==> config.mk <==
export PLATFORM = sky130hd
export DESIGN_NAME = rc4_stream_cipher_unit
export DESIGN_NICKNAME = d
export VERILOG_FILES = /design/src/rtl/core/rc4_pkg.sv /design/src/rtl/core/rc4_stream_cipher_unit.sv
export SDC_FILE = /design/constraint.sdc
export NUM_CORES = 2
export LEC_CHECK = 0
export BUFFER_PORTS_ARGS = -buffer_cell sky130_fd_sc_hd__clkbuf_2
export CAP_MARGIN = 30
export CORE_MARGIN = 2
export CORE_UTILIZATION = 25
export CTS_CLUSTER_DIAMETER = 40
export DETAILED_ROUTE_END_ITERATION = 10
export PLACE_DENSITY = 0.43
export SYNTH_ARGS = -nofsm -noshare
export SYNTH_HDL_FRONTEND = slang
export SYNTH_SLANG_ARGS = --single-unit
==> constraint.sdc <==
create_clock -name clock -period 31.7 [get_ports clock]
set_input_delay 1.585 -clock clock [delete_from_list [all_inputs] [get_ports clock]]
set_output_delay 1.585 -clock clock [all_outputs]
set_load 0.01 [all_outputs]
==> src/rtl/core/rc4_pkg.sv <==
// ============================================================================
// RC4 package
// Shared types and constants for the RC4 stream cipher unit.
// ============================================================================
package rc4_pkg;

   localparam int RC4_KEY_MAX_BYTES = 256;
   localparam int RC4_PERM_DEPTH    = 256;

   localparam logic RC4_REQ_KEY  = 1'b0;
   localparam logic RC4_REQ_DATA = 1'b1;

   localparam logic RC4_STATUS_OK     = 1'b0;
   localparam logic RC4_STATUS_NO_KEY = 1'b1;

   typedef struct packed {
      logic       req_type;
      logic [7:0] byte_in;
      logic       key_last;
   } rc4_req_type;

   typedef struct packed {
      logic [7:0] byte_out;
      logic       status;
   } rc4_rsp_type;

   typedef enum logic [3:0] {
      ST_IDLE,
      ST_INIT,
      ST_MIX_RD,
      ST_MIX_SUM,
      ST_MIX_WR_N,
      ST_MIX_WR_A,
      ST_GEN_I,
      ST_GEN_J,
      ST_GEN_WR_I,
      ST_GEN_WR_J,
      ST_GEN_OUT,
      ST_DONE
   } rc4_state_type;

endpackage

==> src/rtl/core/rc4_stream_cipher_unit.sv <==
// ============================================================================
// RC4 stream cipher unit
// Key loading, key schedule and keystream generation around one
// permutation memory with one write and one read port, driven by a small sequencer.
// ============================================================================
// Usage: the req channel carries key bytes and data bytes. Key bytes are
// stored in arrival order and produce no rsp transaction. The key byte that
// carries key_last starts the key schedule: it loads the identity permutation
// and then runs swap steps through MIX_RD, MIX_SUM, MIX_WR_N and MIX_WR_A.
// Each data byte produces one rsp transaction with the byte XORed with the
// next keystream byte. A data byte passes through GEN_I, GEN_J, GEN_WR_I,
// GEN_WR_J, GEN_OUT and DONE before its result enters the output register;
// the permutation memory, with registered read data, sets that sequence. A
// data byte that arrives before any key schedule returns zero with status
// set. A key byte without key_last leaves the unit idle. The unit handles
// one transaction at a time and holds req_stall high while it works. When
// rsp_stall holds an earlier result in the output register, the new result
// waits in DONE and the sequencer waits with it. Reset clears the control
// state, key length, indices and key ready flag; memories are not cleared.
// ============================================================================
module rc4_stream_cipher_unit #(
   parameter int KEY_MAX_BYTES = rc4_pkg::RC4_KEY_MAX_BYTES
) (
   input  logic                 clock,
   input  logic                 reset,
   input  logic                 req_valid,
   output logic                 req_stall,
   input  rc4_pkg::rc4_req_type req_payload,
   output logic                 rsp_valid,
   input  logic                 rsp_stall,
   output rc4_pkg::rc4_rsp_type rsp_payload
);
   import rc4_pkg::*;

   localparam int KLW = $clog2(KEY_MAX_BYTES + 1);
   localparam int KAW = (KEY_MAX_BYTES > 1) ? $clog2(KEY_MAX_BYTES) : 1;

   rc4_state_type state_ff, state_in;

   logic [7:0]     perm_mem [RC4_PERM_DEPTH];
   logic [7:0]     key_mem  [KEY_MAX_BYTES];

   logic           perm_we;
   logic [7:0]     perm_wa;
   logic [7:0]     perm_wd;
   logic [7:0]     perm_ra;
   logic [7:0]     perm_rd_ff;
   logic           key_we;
   logic [7:0]     key_rd_ff;

   logic [KLW-1:0] key_len_ff, key_len_in;
   logic [KAW-1:0] kpos_ff, kpos_in;
   logic [KLW-1:0] kpos_inc;
   logic [7:0]     n_ff, n_in;
   logic [7:0]     acc_ff, acc_in;
   logic [7:0]     idx_i_ff, idx_i_in;
   logic [7:0]     idx_j_ff, idx_j_in;
   logic [7:0]     si_ff, si_in;
   logic [7:0]     sj_ff, sj_in;
   logic           bypass_ff, bypass_in;
   logic           key_ready_ff, key_ready_in;
   logic [7:0]     data_ff, data_in;
   rc4_rsp_type    res_ff, res_in;
   logic           rsp_valid_ff, rsp_valid_in;
   rc4_rsp_type    rsp_ff, rsp_in;

   logic           req_accept;
   logic           key_room;
   logic           out_free;
   logic [7:0]     acc_sum;
   logic [7:0]     ks_sum;

   assign req_stall   = (state_ff != ST_IDLE);
   assign req_accept  = req_valid && !req_stall;
   assign rsp_valid   = rsp_valid_ff;
   assign rsp_payload = rsp_ff;
   assign key_room    = (key_len_ff < KLW'(KEY_MAX_BYTES));
   assign out_free    = !rsp_valid_ff || !rsp_stall;
   assign key_we      = req_accept && (req_payload.req_type == RC4_REQ_KEY) && key_room;
   assign kpos_inc    = KLW'(kpos_ff) + KLW'(1'b1);
   assign acc_sum     = acc_ff + perm_rd_ff + key_rd_ff;
   assign ks_sum      = si_ff + sj_ff;

   always_ff @(posedge clock) begin
      if (perm_we) begin
         perm_mem[perm_wa] <= perm_wd;
      end
      perm_rd_ff <= perm_mem[perm_ra];
   end

   always_ff @(posedge clock) begin
      if (key_we) begin
         key_mem[key_len_ff[KAW-1:0]] <= req_payload.byte_in;
      end
      key_rd_ff <= key_mem[kpos_ff];
   end

   always_ff @(posedge clock) begin
      if (reset) begin
         state_ff <= ST_IDLE;
      end else begin
         state_ff <= state_in;
      end
   end

   always_comb begin
      state_in     = state_ff;
      key_len_in   = key_len_ff;
      kpos_in      = kpos_ff;
      n_in         = n_ff;
      acc_in       = acc_ff;
      idx_i_in     = idx_i_ff;
      idx_j_in     = idx_j_ff;
      si_in        = si_ff;
      sj_in        = sj_ff;
      bypass_in    = bypass_ff;
      key_ready_in = key_ready_ff;
      data_in      = data_ff;
      res_in       = res_ff;
      rsp_valid_in = rsp_valid_ff && rsp_stall;
      rsp_in       = rsp_ff;
      perm_we      = 1'b0;
      perm_wa      = n_ff;
      perm_wd      = n_ff;
      perm_ra      = n_ff;

      unique case (state_ff)
         ST_IDLE: begin
            if (req_accept) begin
               data_in = req_payload.byte_in;
               if (req_payload.req_type == RC4_REQ_KEY) begin
                  if (key_room) begin
                     key_len_in = key_len_ff + KLW'(1'b1);
                  end
                  if (req_payload.key_last) begin
                     n_in     = '0;
                     state_in = ST_INIT;
                  end
               end else if (!key_ready_ff) begin
                  res_in   = '{byte_out: 8'h00, status: RC4_STATUS_NO_KEY};
                  state_in = ST_DONE;
               end else begin
                  state_in = ST_GEN_I;
               end
            end
         end
         ST_INIT: begin
            perm_we = 1'b1;
            n_in    = n_ff + 8'd1;
            if (n_ff == 8'hFF) begin
               acc_in   = '0;
               kpos_in  = '0;
               state_in = ST_MIX_RD;
            end
         end
         ST_MIX_RD: begin
            perm_ra  = n_ff;
            state_in = ST_MIX_SUM;
         end
         ST_MIX_SUM: begin
            si_in    = perm_rd_ff;
            acc_in   = acc_sum;
            perm_ra  = acc_sum;
            state_in = ST_MIX_WR_N;
         end
         ST_MIX_WR_N: begin
            perm_we  = 1'b1;
            perm_wa  = n_ff;
            perm_wd  = perm_rd_ff;
            state_in = ST_MIX_WR_A;
         end
         ST_MIX_WR_A: begin
            perm_we = 1'b1;
            perm_wa = acc_ff;
            perm_wd = si_ff;
            n_in    = n_ff + 8'd1;
            if (kpos_inc >= key_len_ff) begin
               kpos_in = '0;
            end else begin
               kpos_in = kpos_inc[KAW-1:0];
            end
            if (n_ff == 8'hFF) begin
               idx_i_in     = '0;
               idx_j_in     = '0;
               key_len_in   = '0;
               key_ready_in = 1'b1;
               state_in     = ST_IDLE;
            end else begin
               state_in = ST_MIX_RD;
            end
         end
         ST_GEN_I: begin
            idx_i_in = idx_i_ff + 8'd1;
            perm_ra  = idx_i_ff + 8'd1;
            state_in = ST_GEN_J;
         end
         ST_GEN_J: begin
            si_in    = perm_rd_ff;
            idx_j_in = idx_j_ff + perm_rd_ff;
            perm_ra  = idx_j_ff + perm_rd_ff;
            state_in = ST_GEN_WR_I;
         end
         ST_GEN_WR_I: begin
            sj_in    = perm_rd_ff;
            perm_we  = 1'b1;
            perm_wa  = idx_i_ff;
            perm_wd  = perm_rd_ff;
            state_in = ST_GEN_WR_J;
         end
         ST_GEN_WR_J: begin
            perm_we   = 1'b1;
            perm_wa   = idx_j_ff;
            perm_wd   = si_ff;
            perm_ra   = ks_sum;
            bypass_in = (ks_sum == idx_j_ff);
            state_in  = ST_GEN_OUT;
         end
         ST_GEN_OUT: begin
            res_in.byte_out = data_ff ^ (bypass_ff ? si_ff : perm_rd_ff);
            res_in.status   = RC4_STATUS_OK;
            state_in        = ST_DONE;
         end
         ST_DONE: begin
            if (out_free) begin
               rsp_valid_in = 1'b1;
               rsp_in       = res_ff;
               state_in     = ST_IDLE;
            end
         end
         default: begin
            state_in = ST_IDLE;
         end
      endcase
   end

   always_ff @(posedge clock) begin
      if (reset) begin
         key_len_ff   <= '0;
         idx_i_ff     <= '0;
         idx_j_ff     <= '0;
         key_ready_ff <= 1'b0;
         rsp_valid_ff <= 1'b0;
      end else begin
         key_len_ff   <= key_len_in;
         idx_i_ff     <= idx_i_in;
         idx_j_ff     <= idx_j_in;
         key_ready_ff <= key_ready_in;
         rsp_valid_ff <= rsp_valid_in;
      end
   end

   always_ff @(posedge clock) begin
      kpos_ff   <= kpos_in;
      n_ff      <= n_in;
      acc_ff    <= acc_in;
      si_ff     <= si_in;
      sj_ff     <= sj_in;
      bypass_ff <= bypass_in;
      data_ff   <= data_in;
      res_ff    <= res_in;
      rsp_ff    <= rsp_in;
   end

   assert property (@(posedge clock) disable iff (reset)
      key_ready_ff |=> key_ready_ff)
      else $error("Key ready flag dropped after a key schedule.");

   assert property (@(posedge clock) disable iff (reset)
      (state_ff == ST_GEN_I) |-> key_ready_ff)
      else $error("Keystream generation started without a scheduled key.");

   assert property (@(posedge clock) disable iff (reset)
      key_len_ff <= KLW'(KEY_MAX_BYTES))
      else $error("Key length exceeds the key store depth.");

   assert property (@(posedge clock) disable iff (reset)
      (state_ff == ST_MIX_WR_A && n_ff == 8'hFF) |=>
         (key_len_ff == '0 && idx_i_ff == '0 && idx_j_ff == '0 && state_ff == ST_IDLE))
      else $error("Key schedule did not clear the key length and indices.");

   assert property (@(posedge clock) disable iff (reset)
      (rsp_valid_ff && !rsp_stall && state_ff != ST_DONE) |=> !rsp_valid_ff)
      else $error("Result transaction repeated after delivery.");

endmodule
Word-level counts from Yosys, hierarchy flattened:

Memory sizes are Yosys's and may differ from the RTL's. A register that Yosys moved wholly into a read port is not among the register bits.
Index checks and enable logic that the tools add are counted.

* register bits after elaboration: 98
* latch bits: 0
* memory bits (writable): 4096
* ROM bits: 0
* input bits: 14
* memories kept: 2

Memories
* key_mem: words 256, bits a word 8, read ports 1, clocked after memory_dff 1, wr ports 1, RTL line rc4_stream_cipher_unit.sv:41 `logic [7:0] key_mem [KEY_MAX_BYTES];`
* perm_mem: words 256, bits a word 8, read ports 1, clocked after memory_dff 1, wr ports 1, RTL line rc4_stream_cipher_unit.sv:40 `logic [7:0] perm_mem [RC4_PERM_DEPTH];`

* add/subtract/negate cells: 8
* $mul: 0
* div/mod/pow operators: 0
* $lt $le $gt $ge: 2
* eq/ne operators: 23
* shift operators: 0
* multiplexer cells: 38
* bitwise operators: 2
* reduce and logical (&&, ||, !) cells: 33

Operators by type and width (count)
* case mux 8 bit (2 select lines): 6
* two-way mux 9 bit: 7
* two-way mux 8 bit: 6
* case mux 4 bit (12 select lines): 1
* case mux 9 bit (2 select lines): 2
* adder 8 bit: 4
* case mux 8 bit (4 select lines): 1
* two-way mux 4 bit: 6
* case mux 8 bit (3 select lines): 1
* inequality test 2 bit, second input constant: 9
* adder 8 x 1 -> 8 bit, second input constant: 2
* == test 4 x 3 -> 1 bit, second input constant: 4
* == test 4 bit, second input constant: 4
* AND reduction 2 bit: 7
* nonzero test 2 bit: 7
* AND reduction 4 bit: 3
* adder 8 x 1 -> 9 bit, second input constant: 1
* adder 9 x 1 -> 9 bit, second input constant: 1
* greater-or-equal comparator 9 bit: 1
* < comparator 9 bit, second input constant: 1
* == test 4 x 2 -> 1 bit, second input constant: 2
* == test 8 bit: 1
* == test 8 bit, second input constant: 1
* OR reduction 2 bit: 4
* other kinds (13): 24

Longest topological paths before layout:

* depth in word-level cells: 7
* mapped depth: 20

Worst setup path before layout:

Ideal clock, no wire load.

* kind: flip-flop to flip-flop
* start: register state_ff[2]
* end: memory perm_mem[0][0], data pin
* library setup time: 2.187 ns
* arrival: 11.182 ns
* required time: 29.513 ns
* setup slack: 18.332 ns
* cell stages (with the launch flop): 8
* clock period less this slack: 13.368 ns
* cells stage by stage: dfxtp_1 buf_4 buf_2 xor2_1 nand2b_1 clkbuf_1 clkbuf_1 o21ai_0

* longest elaborated chain between the ends: 3
* elaborated cells on any way between the ends: 7
* those cells by class: 4 x eq/ne; 1 x mux; 2 x reduce/logical

Ends and longest elaborated chain
* start, declared: RTL line rc4_stream_cipher_unit.sv:38 `rc4_state_type state_ff, state_in;`
* start signal, assigned: RTL line rc4_stream_cipher_unit.sv:102 `state_ff <= state_in;`
* == test 4 x 3 -> 1 bit / == test 4 bit (equally long branches): RTL line rc4_stream_cipher_unit.sv:127 `unique case (state_ff)`
* OR reduction 2 bit (no line)
* case mux 8 bit (2 select lines) (*): RTL line rc4_stream_cipher_unit.sv:127
* via perm_wd[0]: RTL line rc4_stream_cipher_unit.sv:45 `logic [7:0] perm_wd;`
* end, declared: RTL line rc4_stream_cipher_unit.sv:40

Mark *: on every way through the listed nets, which the timed path passes. The rest lies on a longest branch.

Final worst setup path:

* start: register perm_rd_ff[1] (read register of perm_mem)
* end: register perm_rd_ff[1] (read register of perm_mem)

* longest elaborated chain between the ends: 3
* elaborated cells on any way between the ends: 4
* those cells by class: 3 x add/sub; 1 x mux

Ends and longest elaborated chain
* start, declared: RTL line rc4_stream_cipher_unit.sv:47 `logic [7:0] perm_rd_ff;`
* adder 8 bit (2 in a row): RTL line rc4_stream_cipher_unit.sv:81 `assign acc_sum = acc_ff + perm_rd_ff + key_rd_ff;`
* case mux 8 bit (4 select lines) (*): RTL line rc4_stream_cipher_unit.sv:127

Every way passes the cells marked *; elsewhere a longest branch is shown, timed or not.
A chain may end at the register's enable or synchronous reset.

==> impl_metrics.tcl <==
set metrics [dict create \
    synth_top_area_share 0.743 \
    die-area_um2 680000 \
    syn2layout_area_growth_pct 20.3 \
    post-route-drc-count 0 \
    antenna_found_initial 25 \
    clk_pin_slew_ps 50 \
    muxShareOfSynthArea 0.0962 \
    seq_area_frac_synth 0.748 \
    synth_edf_count 4163 \
    holdWs_ps 498 \
    r2r-start "perm_rd_ff[1]" \
    synth_xor_area_frac 0.00276 \
    yosys_warnings 0 \
    pre_cts_slack_ps 24440 \
    drive_gt1_frac 0.173 \
    clock_path_buffers 4 \
    synth_top_area_cell "edfxtp_1" \
    maxCapViolations 0 \
    synth-seq-cells 4210 \
    cts_setup_buffers 0 \
    wl_um 534000 \
    drv_slew 0 \
    finClkSkew_ps 115 \
    netlist_top_cells_area "edfxtp_1 74%, mux4_2 5.4%, nand2_1 3.6%, mux2i_1 3.4%, nand3_1 2.0%" \
    drt_pass1_iterations 6 \
    synth_top_family_by_area "multiplexers" \
    overflow 0 \
    layout_setup_ws_ps 24240 \
    synth_ff_type "edfxtp_1" \
    cts-htree-levels 6 \
    dpl.hpwl_um 310000 \
    grt_max_degree 180 \
    io_pins 25 \
    die_w_um 825 \
    core_um2 671000 \
    slew_headroom 0.132 \
    end_kind "flip-flop" \
    rr_endpoint "perm_rd_ff[1]" \
    grt_pass1_vias 95428 \
    grt_pass1_wl_um 752000 \
    synthMostInstantiatedCell "edfxtp_1" \
    r2r_slack_ps 24240 \
    min-delay-start "key_len_ff[8]" \
    cts_tree "done" \
    path_max_fanout 35 \
    hold_viol 0 \
    gp_congestion 0.779 \
    synth-simple-area-share 0.0791 \
    peakVddDrop_mv 0.136 \
    critPathKind "flip-flop to flip-flop" \
    crit_required_ps 32500 \
    tns_ps 0 \
    synth_top_cells_by_count "4,163 x edfxtp_1, 1,600 x nand2_1, 679 x nand3_1, 619 x nor2_1, 578 x mux2i_1" \
    avgSynthCellArea_um2 15.9 \
    outcome "finished, final reports clean" \
    fmax_mhz 134 \
    clock-sinks 4210 \
    leakage_nw 65.8 \
    grt_usage 0.151 \
    portBuffers 24 \
    worst-r2r-cell-count 22 \
    period_minus_slack_ps 7460 \
    synth_area_um2 168000 \
    tightest_slew_ps 1300 \
    grt_setup_unrepaired "false" \
    cts_made_buffers 668 \
    finalCritPeriodShare 0.235 \
    drt_first_iter_violations 9183 \
    wire_per_inst_um 26.2 \
    rows 301 \
    synth-adder-area-share 0.00387 \
    synth_nets 10622 \
    num_vias 95688 \
    async_flop_share 0 \
    yosysUniqueCellTypes 88 \
    vias_per_cell 4.70 \
    hold_end "key_len_ff[8]" \
    holdCritPathClass "flip-flop to flip-flop" \
    crit_arrival_ps 8260 \
    fin_nets 10906 \
    clock_latency_ps 1100 \
    initial_core_util 0.251 \
    cts.repair.resized 0 \
    cts_root_buf "clkbuf_16" \
    finalSetupViolations 0 \
    synth_compound_area_frac 0.0507 \
    ctsHoldBuffers 0 \
    hold_depth 2 \
    p_per_area_nw_per_um2 98.9 \
    syn_inst 10562 \
    worst_setup_path_start_kind "flip-flop" \
    ant_nets 0 \
    die_y_um 825 \
]
## metrics by stage
step / area, µm² / util / instances / power [mW]
floorplan: 168000 / - / 10562 / 10.3
global placement: 179000 / 0.266 / 19058 / 12.8
detailed placement: 179000 / 0.267 / 19105 / 12.8
CTS: 202000 / 0.301 / 20338 / 20.2
global route: 203000 / 0.302 / 20349 / 20.7
finish: 203000 / 0.302 / 20360 / 20.0
## per-layer routing
layer | up-vias | track usage | routed length, µm
li1 | 41860 | - | -
met2 | 2872 | 0.247 | 252000
met3 | 718 | 0.0239 | 29400
met1 | 50238 | 0.211 | 239000
met4 | 0 | 0.0374 | 13600
met5 | - | 0 | 0
## worst max path at each step
| stage | startpoint | endpoint | slack, ps | cells after the start |
|---|---|---|---|---|
| 2_1_floorplan | state_ff[2] | perm_mem[0][0] | 18330 | 7 |
| 3_3_place_gp | perm_rd_ff[1] | perm_rd_ff[1] | 24440 | 20 |
| 3_5_place_dp | perm_rd_ff[1] | perm_rd_ff[1] | 24440 | 22 |
| 4_1_cts | perm_rd_ff[1] | perm_rd_ff[1] | 24370 | 22 |
| 5_1_grt | perm_rd_ff[1] | perm_rd_ff[1] | 24070 | 22 |
| 6_report | perm_rd_ff[1] | perm_rd_ff[1] | 24240 | 22 |
## cell usage in the layout (no fill, tap or decap), types with 24 or more instances in the layout
master / instances
dfxtp_1: 47
nand4_1: 49
buf_12: 24
o22ai_1: 126
clkbuf_16: 673
o21ai_0: 172
clkinv_2: 82
nor2_1: 610
clkinv_1: 84
a211oi_1: 36
nor3_1: 35
a31oi_1: 57
bufinv_16: 73
nand3_1: 675
buf_4: 222
mux2i_1: 578
edfxtp_1: 4163
a32oi_1: 68
o211a_1: 28
a22oi_1: 27
ha_1: 36
nand2_2: 26
xnor2_1: 25
clkinv_16: 30
a311oi_1: 91
mux2_2: 120
inv_6: 63
o221ai_1: 121
nand2_1: 1571
clkinvlp_4: 76
clkinv_4: 49
inv_1: 38
mux4_2: 402
xor2_1: 28
clkbuf_1: 70
and3_1: 69
a21oi_1: 411
a221oi_1: 35
## cells by family (layout without fill, tap and decap cells)
kind of cell,Yosys count,after routing
DFF,4210,4210
buffers and inverters,719,1566
xor gates and xnor gates,53,53
other,0,13
adders and majority gates,46,46
and+or+nand+nor,3147,3147
muxes,1100,1100
AOI/OAI and AO/OA,1287,1287
## critical path, cell delays in order (launching register included)
cell	delay, ps
dfxtp_1	540
inv_1	190
fa_1	490
inv_1	70
ha_1	180
inv_1	70
fa_1	440
xor2_1	250
a21o_1	170
nand2_1	90
a21oi_1	230
buf_4	180
or2_4	400
buf_4	710
buf_4	710
nor2_4	60
buf_4	300
buf_4	400
a2111oi_0	460
a31oi_1	140
o211ai_1	230
a41o_1	260
o221ai_1	400
## where the power goes
group / total [mW] / switching, mW / internal [mW]
clock network: 7.41 / 2.85 / 4.57
logic: 5.59 / 4.28 / 1.31
registers: 7.04 / 0.0730 / 6.97
total: 20.0 / 7.19 / 12.8
## sequential cells by signal (all words and copies together), names as in the netlist, 9 cells and up
signal       count
key_len_ff       9
key_mem       2048
perm_mem      2048
res_ff           9
rsp_payload      9
## cell type report
| class | instances | area [µm²] |
|---|---|---|
| multi-input combinational | 5633 | 39500 |
| clock inverter | 489 | 5890 |
| clock buffer | 744 | 17100 |
| inverter | 39 | 146 |
| fill | 66143 | 469000 |
| antenna | 13 | 32.5 |
| sequential | 4210 | 126000 |
| timing repair buffer | 294 | 2710 |
| tap | 8938 | 11200 |
Note: power is estimated with default switching activity, not from simulation.
